[src/scpq_pkg.sv]
// Shared types, codes and defaults for the sorted customer priority queue.
`timescale 1ns / 1ps

package scpq_pkg;

    // Default number of records the queue can hold.
    localparam int QUEUE_DEPTH_DEF = 16;

    // Operation codes carried in the func field.
    localparam logic FUNC_INSERT = 1'b0;
    localparam logic FUNC_REMOVE = 1'b1;

    // Result status codes.
    typedef enum logic [1:0] {
        STAT_DONE = 2'd0,
        STAT_FULL = 2'd1,
        STAT_MISS = 2'd2
    } status_t;

    // Sequencer states.
    typedef enum logic [2:0] {
        ST_IDLE,
        ST_READ,
        ST_EVAL,
        ST_PLACE,
        ST_RESP
    } state_t;

    // One stored customer record, 44 bits.
    typedef struct packed {
        logic [7:0]  num;
        logic [3:0]  prio;
        logic [15:0] arrive;
        logic [15:0] service;
    } rec_t;

    // Input beat.
    typedef struct packed {
        logic        func;
        logic [7:0]  cust_num;
        logic [3:0]  cust_priority;
        logic [15:0] cust_arrive;
        logic [15:0] cust_service;
    } in_t;

    // Result beat.
    typedef struct packed {
        logic [1:0]  status;
        logic [4:0]  entry_total;
        logic        head_valid;
        logic [7:0]  head_num;
        logic [3:0]  head_priority;
        logic [15:0] head_arrive;
        logic [15:0] head_service;
    } out_t;

endpackage

[src/sorted_customer_priority_queue_top.sv]
// Top level of the sorted customer priority queue.
`timescale 1ns / 1ps

// Usage:
// A command beat on req is taken at a rising edge where start is high and
// busy is low. func selects insert (record placed by rank) or remove (first
// record whose customer number matches is deleted).
// Every command gives exactly one result beat on rsp, marked by done for a
// single cycle, carrying the status, the record count and the head record.
// The receiver cannot stall; the result must be taken in that cycle.
// Busy rises at the accepting edge and stays high through the result cycle,
// so the next command is taken in the cycle after the result at the earliest.
// One sequencer walks the record memory one slot at a time (registered
// read, then compare and move), using one shared rank comparator.
// An insert walks from the tail until the new record no longer ranks ahead
// of the one read or the head is reached, then places the new record; a
// full queue goes straight to the result, an empty one straight to placing.
// A remove reads every stored record and moves those behind the match one
// slot forward, or goes straight to the result when the queue is empty.
// Reset empties the queue at once; the memory itself is not cleared, since
// only slots below the record count are ever read.
module sorted_customer_priority_queue_top #(
    parameter int QUEUE_DEPTH = scpq_pkg::QUEUE_DEPTH_DEF
) (
    input  logic            clk,
    input  logic            rst_n,
    input  logic            start,
    input  scpq_pkg::in_t   req,
    output logic            busy,
    output logic            done,
    output scpq_pkg::out_t  rsp
);
    import scpq_pkg::*;

    localparam int AW = $clog2(QUEUE_DEPTH);
    localparam int CW = $clog2(QUEUE_DEPTH + 1);

    logic          mem_wr_en;
    logic [AW-1:0] mem_wr_addr;
    rec_t          mem_wr_data;
    logic          mem_rd_en;
    logic [AW-1:0] mem_rd_addr;
    rec_t          mem_rd_data;

    // Sequencer and comparator.
    scpq_ctrl #(
        .DEPTH (QUEUE_DEPTH),
        .AW    (AW),
        .CW    (CW)
    ) u_ctrl (
        .clk         (clk),
        .rst_n       (rst_n),
        .start       (start),
        .req         (req),
        .busy        (busy),
        .done        (done),
        .rsp         (rsp),
        .mem_wr_en   (mem_wr_en),
        .mem_wr_addr (mem_wr_addr),
        .mem_wr_data (mem_wr_data),
        .mem_rd_en   (mem_rd_en),
        .mem_rd_addr (mem_rd_addr),
        .mem_rd_data (mem_rd_data)
    );

    // Record storage.
    scpq_store #(
        .DEPTH (QUEUE_DEPTH),
        .AW    (AW)
    ) u_store (
        .clk     (clk),
        .wr_en   (mem_wr_en),
        .wr_addr (mem_wr_addr),
        .wr_data (mem_wr_data),
        .rd_en   (mem_rd_en),
        .rd_addr (mem_rd_addr),
        .rd_data (mem_rd_data)
    );

endmodule

[src/scpq_store.sv]
// Record memory: one write port and one registered read port.
`timescale 1ns / 1ps

module scpq_store #(
    parameter int DEPTH = 16,
    parameter int AW    = 4
) (
    input  logic                clk,
    input  logic                wr_en,
    input  logic [AW-1:0]       wr_addr,
    input  scpq_pkg::rec_t      wr_data,
    input  logic                rd_en,
    input  logic [AW-1:0]       rd_addr,
    output scpq_pkg::rec_t      rd_data
);
    import scpq_pkg::*;

    rec_t mem [DEPTH];
    rec_t rd_data_reg;

    // Write port.
    always_ff @(posedge clk)
    begin
        if (wr_en)
        begin
            mem[wr_addr] <= wr_data;
        end
    end

    // Registered read port.
    always_ff @(posedge clk)
    begin
        if (rd_en)
        begin
            rd_data_reg <= mem[rd_addr];
        end
    end

    assign rd_data = rd_data_reg;

endmodule

[src/scpq_ctrl.sv]
// Sequencer with the shared rank comparator that walks the record memory.
`timescale 1ns / 1ps

module scpq_ctrl #(
    parameter int DEPTH = 16,
    parameter int AW    = 4,
    parameter int CW    = 5
) (
    input  logic                clk,
    input  logic                rst_n,
    input  logic                start,
    input  scpq_pkg::in_t       req,
    output logic                busy,
    output logic                done,
    output scpq_pkg::out_t      rsp,
    output logic                mem_wr_en,
    output logic [AW-1:0]       mem_wr_addr,
    output scpq_pkg::rec_t      mem_wr_data,
    output logic                mem_rd_en,
    output logic [AW-1:0]       mem_rd_addr,
    input  scpq_pkg::rec_t      mem_rd_data
);
    import scpq_pkg::*;

    // True when record a ranks strictly ahead of record b.
    function automatic logic ranks_ahead(input rec_t a, input rec_t b);
        logic res;
        if (a.prio != b.prio)
        begin
            res = (a.prio > b.prio);
        end
        else if (a.arrive != b.arrive)
        begin
            res = (a.arrive < b.arrive);
        end
        else if (a.service != b.service)
        begin
            res = (a.service < b.service);
        end
        else
        begin
            res = (a.num < b.num);
        end
        return res;
    endfunction

    state_t          state_reg, state_next;
    logic            ins_reg, ins_next;
    rec_t            rec_reg, rec_next;
    logic [AW-1:0]   idx_reg, idx_next;
    logic [AW-1:0]   pos_reg, pos_next;
    logic            found_reg, found_next;
    logic [CW-1:0]   count_reg, count_next;
    rec_t            head_reg, head_next;
    status_t         status_reg, status_next;

    logic            is_full;
    logic            none_held;
    logic [AW-1:0]   last_idx;
    logic [CW-1:0]   count_dec;
    logic            at_first;
    logic            at_last;
    logic            beats;
    logic            hit;
    logic            req_insert;

    // Shared compare results on the record just read.
    assign count_dec  = count_reg - 1'b1;
    assign last_idx   = count_dec[AW-1:0];
    assign is_full    = (count_reg == CW'(DEPTH));
    assign none_held  = (count_reg == '0);
    assign at_first   = (idx_reg == '0);
    assign at_last    = (idx_reg == last_idx);
    assign beats      = ranks_ahead(rec_reg, mem_rd_data);
    assign hit        = (mem_rd_data.num == rec_reg.num);
    assign req_insert = (req.func == FUNC_INSERT);

    // Next state.
    always_comb
    begin
        state_next = state_reg;
        case (state_reg)
            ST_IDLE:
            begin
                if (start)
                begin
                    if (req_insert)
                    begin
                        if (is_full)
                        begin
                            state_next = ST_RESP;
                        end
                        else if (none_held)
                        begin
                            state_next = ST_PLACE;
                        end
                        else
                        begin
                            state_next = ST_READ;
                        end
                    end
                    else if (none_held)
                    begin
                        state_next = ST_RESP;
                    end
                    else
                    begin
                        state_next = ST_READ;
                    end
                end
            end
            ST_READ:
            begin
                state_next = ST_EVAL;
            end
            ST_EVAL:
            begin
                if (ins_reg)
                begin
                    state_next = (beats && !at_first) ? ST_READ : ST_PLACE;
                end
                else
                begin
                    state_next = at_last ? ST_RESP : ST_READ;
                end
            end
            ST_PLACE:
            begin
                state_next = ST_RESP;
            end
            ST_RESP:
            begin
                state_next = ST_IDLE;
            end
            default:
            begin
                state_next = ST_IDLE;
            end
        endcase
    end

    // Memory control and handshake outputs.
    always_comb
    begin
        mem_rd_en   = 1'b0;
        mem_rd_addr = idx_reg;
        mem_wr_en   = 1'b0;
        mem_wr_addr = pos_reg;
        mem_wr_data = rec_reg;
        done        = 1'b0;
        case (state_reg)
            ST_READ:
            begin
                mem_rd_en = 1'b1;
            end
            ST_EVAL:
            begin
                // Insert walks from the tail and moves beaten records back;
                // remove moves every record behind the match one slot forward.
                if (ins_reg && beats)
                begin
                    mem_wr_en   = 1'b1;
                    mem_wr_addr = idx_reg + 1'b1;
                    mem_wr_data = mem_rd_data;
                end
                else if (!ins_reg && found_reg)
                begin
                    mem_wr_en   = 1'b1;
                    mem_wr_addr = idx_reg - 1'b1;
                    mem_wr_data = mem_rd_data;
                end
            end
            ST_PLACE:
            begin
                mem_wr_en = 1'b1;
            end
            ST_RESP:
            begin
                done = 1'b1;
            end
            default:
            begin
                done = 1'b0;
            end
        endcase
    end

    assign busy = (state_reg != ST_IDLE);

    // Datapath register updates.
    always_comb
    begin
        ins_next    = ins_reg;
        rec_next    = rec_reg;
        idx_next    = idx_reg;
        pos_next    = pos_reg;
        found_next  = found_reg;
        count_next  = count_reg;
        status_next = status_reg;
        head_next   = head_reg;
        case (state_reg)
            ST_IDLE:
            begin
                if (start)
                begin
                    ins_next     = req_insert;
                    rec_next     = '{num: req.cust_num, prio: req.cust_priority,
                                     arrive: req.cust_arrive, service: req.cust_service};
                    found_next   = 1'b0;
                    pos_next     = '0;
                    if (req_insert)
                    begin
                        idx_next    = last_idx;
                        status_next = is_full ? STAT_FULL : STAT_DONE;
                    end
                    else
                    begin
                        idx_next    = '0;
                        status_next = none_held ? STAT_MISS : STAT_DONE;
                    end
                end
            end
            ST_EVAL:
            begin
                if (ins_reg)
                begin
                    if (beats)
                    begin
                        if (at_first)
                        begin
                            pos_next = '0;
                        end
                        else
                        begin
                            idx_next = idx_reg - 1'b1;
                        end
                    end
                    else
                    begin
                        pos_next = idx_reg + 1'b1;
                    end
                end
                else
                begin
                    if (hit)
                    begin
                        found_next = 1'b1;
                    end
                    if (at_last)
                    begin
                        if (found_reg || hit)
                        begin
                            count_next  = count_dec;
                            status_next = STAT_DONE;
                        end
                        else
                        begin
                            status_next = STAT_MISS;
                        end
                    end
                    else
                    begin
                        idx_next = idx_reg + 1'b1;
                    end
                end
            end
            ST_PLACE:
            begin
                count_next  = count_reg + 1'b1;
                status_next = STAT_DONE;
            end
            default:
            begin
                count_next = count_reg;
            end
        endcase

        // Keep a copy of slot zero so the head is always at hand.
        if (mem_wr_en && (mem_wr_addr == '0))
        begin
            head_next = mem_wr_data;
        end
    end

    // Control registers.
    always_ff @(posedge clk or negedge rst_n)
    begin
        if (!rst_n)
        begin
            state_reg <= ST_IDLE;
            count_reg <= '0;
            found_reg <= 1'b0;
            ins_reg   <= 1'b0;
        end
        else
        begin
            state_reg <= state_next;
            count_reg <= count_next;
            found_reg <= found_next;
            ins_reg   <= ins_next;
        end
    end

    // Payload registers.
    always_ff @(posedge clk)
    begin
        rec_reg    <= rec_next;
        idx_reg    <= idx_next;
        pos_reg    <= pos_next;
        head_reg   <= head_next;
        status_reg <= status_next;
    end

    // Result beat, with the head fields forced to zero when the queue is empty.
    always_comb
    begin
        rsp.status        = status_reg;
        rsp.entry_total   = 5'(count_reg);
        rsp.head_valid    = !none_held;
        rsp.head_num      = none_held ? '0 : head_reg.num;
        rsp.head_priority = none_held ? '0 : head_reg.prio;
        rsp.head_arrive   = none_held ? '0 : head_reg.arrive;
        rsp.head_service  = none_held ? '0 : head_reg.service;
    end

endmodule
[config.mk]
export PLATFORM = sky130hd
export DESIGN_NAME = sorted_customer_priority_queue_top
export DESIGN_NICKNAME = d
export VERILOG_FILES = /design/src/scpq_pkg.sv /design/src/sorted_customer_priority_queue_top.sv /design/src/scpq_store.sv /design/src/scpq_ctrl.sv
export SDC_FILE = /design/constraint.sdc
export NUM_CORES = 1
export LEC_CHECK = 0
export ABC_AREA = 1
export BUFFER_PORTS_ARGS = -buffer_cell sky130_fd_sc_hd__clkbuf_2
export CELL_PAD_IN_SITES_DETAIL_PLACEMENT = 1
export CELL_PAD_IN_SITES_GLOBAL_PLACEMENT = 2
export CORE_MARGIN = 1
export CORE_UTILIZATION = 44
export DETAILED_ROUTE_END_ITERATION = 10
export GPL_ROUTABILITY_DRIVEN = 0
export PLACE_DENSITY = 0.86
export SLEW_MARGIN = 5
export SYNTH_ARGS = -nofsm -noshare
export SYNTH_HDL_FRONTEND = slang
export SYNTH_SLANG_ARGS = --single-unit
[constraint.sdc]
create_clock -name clk -period 5.7 [get_ports clk]
set_clock_uncertainty 0.15 [all_clocks]
set_input_delay 0.855 -clock clk [delete_from_list [all_inputs] [get_ports clk]]
set_output_delay 0.855 -clock clk [all_outputs]
set_load 0.05 [all_outputs]
==> metrics <==
Synth top cells by count=edfxtp_1 (802), nor2_1 (410), o21ai_0 (397), nand2_1 (230), clkbuf_1 (149); antenna cells=0; Async SR Flop Fraction=between 1 and 1.5%; top cell type's share of synthesized area=slightly above 70%; Syn Nets=~2700; cell type with the largest total area after synthesis=edfxtp_1; buffer count from post-CTS setup fixing=0; post-route setup TNS=0 ns; Cell Area, Placed=35100 sq um; Post-Syn Area per Cell=12.9 sq um; Detailed Route Iter0 Violations=roughly 1900; Mapped Area=33300 sq um; CTS tree=yes; DRC=0; reg2reg setup slack=around 0.67 ns; Clk Latency, worst-skew pair=0.65 ns; fmax=slightly below 0.2 GHz; CTS clk-pin slew, worst paths=0.06 ns; Worst R2R End=u_store.mem[3][17]; synth top area cells=edfxtp_1 (72%), o21ai_0 (6.0%), nor2_1 (4.6%); worst path required time=5.88 ns; post-synth cell types=41; row count=100; Rel. slew slack=9.86%; peak supply drop=approximately 0.56 mV; Period minus WS final=5.03 ns; total I/O pin count=102; HPWL Detailed=54500 um; status=finished, final reports clean; hold path startpoint=req[13]; vias in the first global route=23700; startpoint class of the critical path=flip-flop; layout cells sized above 1=12.2%; DIE AREA=76700 sq um; Final Cycle Share=88.2%; largest net degree at the start of global routing=approximately 250; vias per inst=5.95; buffers added on ports=101; max-slew violations=0; origin of the critical flop-to-flop path=u_ctrl.rec_reg[15]; routed via count=22100; Die Span Y=277 um; CP Capture Type=flip-flop; clk buf depth=3; die width=277 um; number of buffers created by CTS=85; Crit Path Category=reg -> reg; Seq cells post-synth=812; total gr overflow=0; Area growth syn-to-layout=13.7%; GRT Resource Usage Total=between 20% and 30%; final net count=2768; Ys Warns=0; Power Density=~550 nW/um^2; max reg flops=693; Syn Inst Count=2582; EDFF count, synth=802; root buf cell=clkbuf_16; sequential share of the synthesized area=between 70% and 80%; detailed-router iteration count before antenna repair=5; Final setup viols=0; Slew @ Worst Pin=about 1.4 ns; crit path max fanout=30; max-cap violation count=0; final antenna-violating net count=0; clock tree sinks=812; H-tree depth=3; initial antenna violation count=1; global-route wire length before repair=between 100000 and 150000 um; r2r worst-path depth=18; fin util=50.7%; routed length per instance=26.0 um; hold violation total from the final report=0; HP Class=in -> reg; count leader, synth=edfxtp_1; Leak Pwr=13.2 nW; crit path DAT=5.21 ns; WHS Path Cells=1; Hold Crit Endpoint=u_ctrl.rec_reg[13]; Initial Util=44.6%; Layout fillers=7465; RSZ-0062 raised after global routing=false; final WL=96600 um; Primary FF master, synth=edfxtp_1; area of the core=roughly 75000 sq um; Final Cell Area=37800 sq um
==> power by group <==
part	switching [mW]	internal, mW	total, mW
logic	5.46	1.82	7.28
clock network	2.35	3.13	5.48
registers	0.231	7.74	7.97
total	8.04	12.7	20.7
==> through the flow <==
step / cells / total power, mW / setup slack [ns] / hold WS (ns)
final: 3711 / 20.7 / 0.670 / 0.229
after global placement: 3552 / 14.9 / 1.01 / 0.321
after detailed placement: 3552 / 15.3 / 0.805 / 0.347
after floorplan: 2582 / 12.6 / 1.01 / 0.305
after CTS: 3711 / 20.8 / 0.767 / 0.199
after global routing: 3711 / 21.7 / 0.512 / 0.222
==> cells by family (layout without fill, tap and decap cells) <==
kind of cell,after synthesis,after routing,share of synthesized area [%]
flip-flops,812,812,73.1
AND/OR/NAND/NOR,712,712,8.49
AO/OA/AOI/OAI,686,686,12.6
buffers and inverters,309,469,3.59
adder cells (fa/ha/maj),49,49,1.84
XOR/XNOR,14,14,0.369
==> cells in the final DEF, fill, tap and decap left out, drive strengths merged, types with 8 or more instances in the layout <==
| cell | n |
|---|---|
| o221ai | 112 |
| a21oi | 26 |
| clkinv | 38 |
| o211ai | 62 |
| nand3 | 49 |
| o22ai | 66 |
| ha | 49 |
| buf | 66 |
| nor2 | 412 |
| nand4 | 9 |
| o21ai | 408 |
| inv | 147 |
| bufinv | 8 |
| clkbuf | 206 |
| nand2 | 236 |
| dfrtp | 10 |
| edfxtp | 802 |
| xor2 | 10 |
==> layout make-up <==
class / instances / area [sq um] / area share (%)
sequential: 812 / 24300 / 64.3
multi-input combinational: 1461 / 7870 / 20.8
inverter: 143 / 547 / 1.45
clock buffer: 105 / 2200 / 5.82
clock inverter: 53 / 532 / 1.41
tap: 969 / 1210 / 3.20
timing repair buffer: 168 / 1140 / 3.00
==> per-layer routing <==
| metal | up-vias | GRT usage (%) | part of all wire [%] |
|---|---|---|---|
| met4 | 2 | 10.3 | 3.5 |
| met2 | 736 | 42.5 | 50 |
| met5 | - | 0 | 0.016 |
| met3 | 184 | 3.64 | 5.6 |
| li1 | 9706 | - | - |
| met1 | 11500 | 32.5 | 41 |
==> worst max-delay path, stage by stage (launching register included) <==
cell and delay (ns):
edfxtp_1 0.41, ha_1 0.34, nand2_2 0.09, nor2_4 0.15, nand2_2 0.13, nor2_2 0.31, nand2_1 0.12, nor2_1 0.42
nor2_1 0.11, nand2_1 0.09, nand2_2 0.08, nand2_4 0.18, nand3_4 0.17, nand2_2 0.13, nand2_4 0.18, nand2_1 0.21
nand3_1 0.34, nor2_4 0.68, buf_12 0.34
==> worst max path at each step <==
stage,start,endpoint,cells past startpoint
2_1_floorplan,u_ctrl.mem_rd_addr[0],u_store.mem[10][0],13
3_3_place_gp,u_ctrl.rec_reg[15],u_store.mem[3][19],18
3_5_place_dp,u_ctrl.rec_reg[15],u_store.mem[3][19],18
4_1_cts,u_ctrl.rec_reg[3],u_store.mem[3][29],18
5_1_grt,u_ctrl.rec_reg[11],u_store.mem[5][22],18
6_report,u_ctrl.rec_reg[15],u_store.mem[3][17],18
==> repair_timing <==
item,CTS,global route
hold endpoints to repair,10,0
gates resized for setup,0,0
hold buffers,1,0
endpoints found under the setup margin,0,0
No activity file was read; power rests on OpenSTA's default activity.
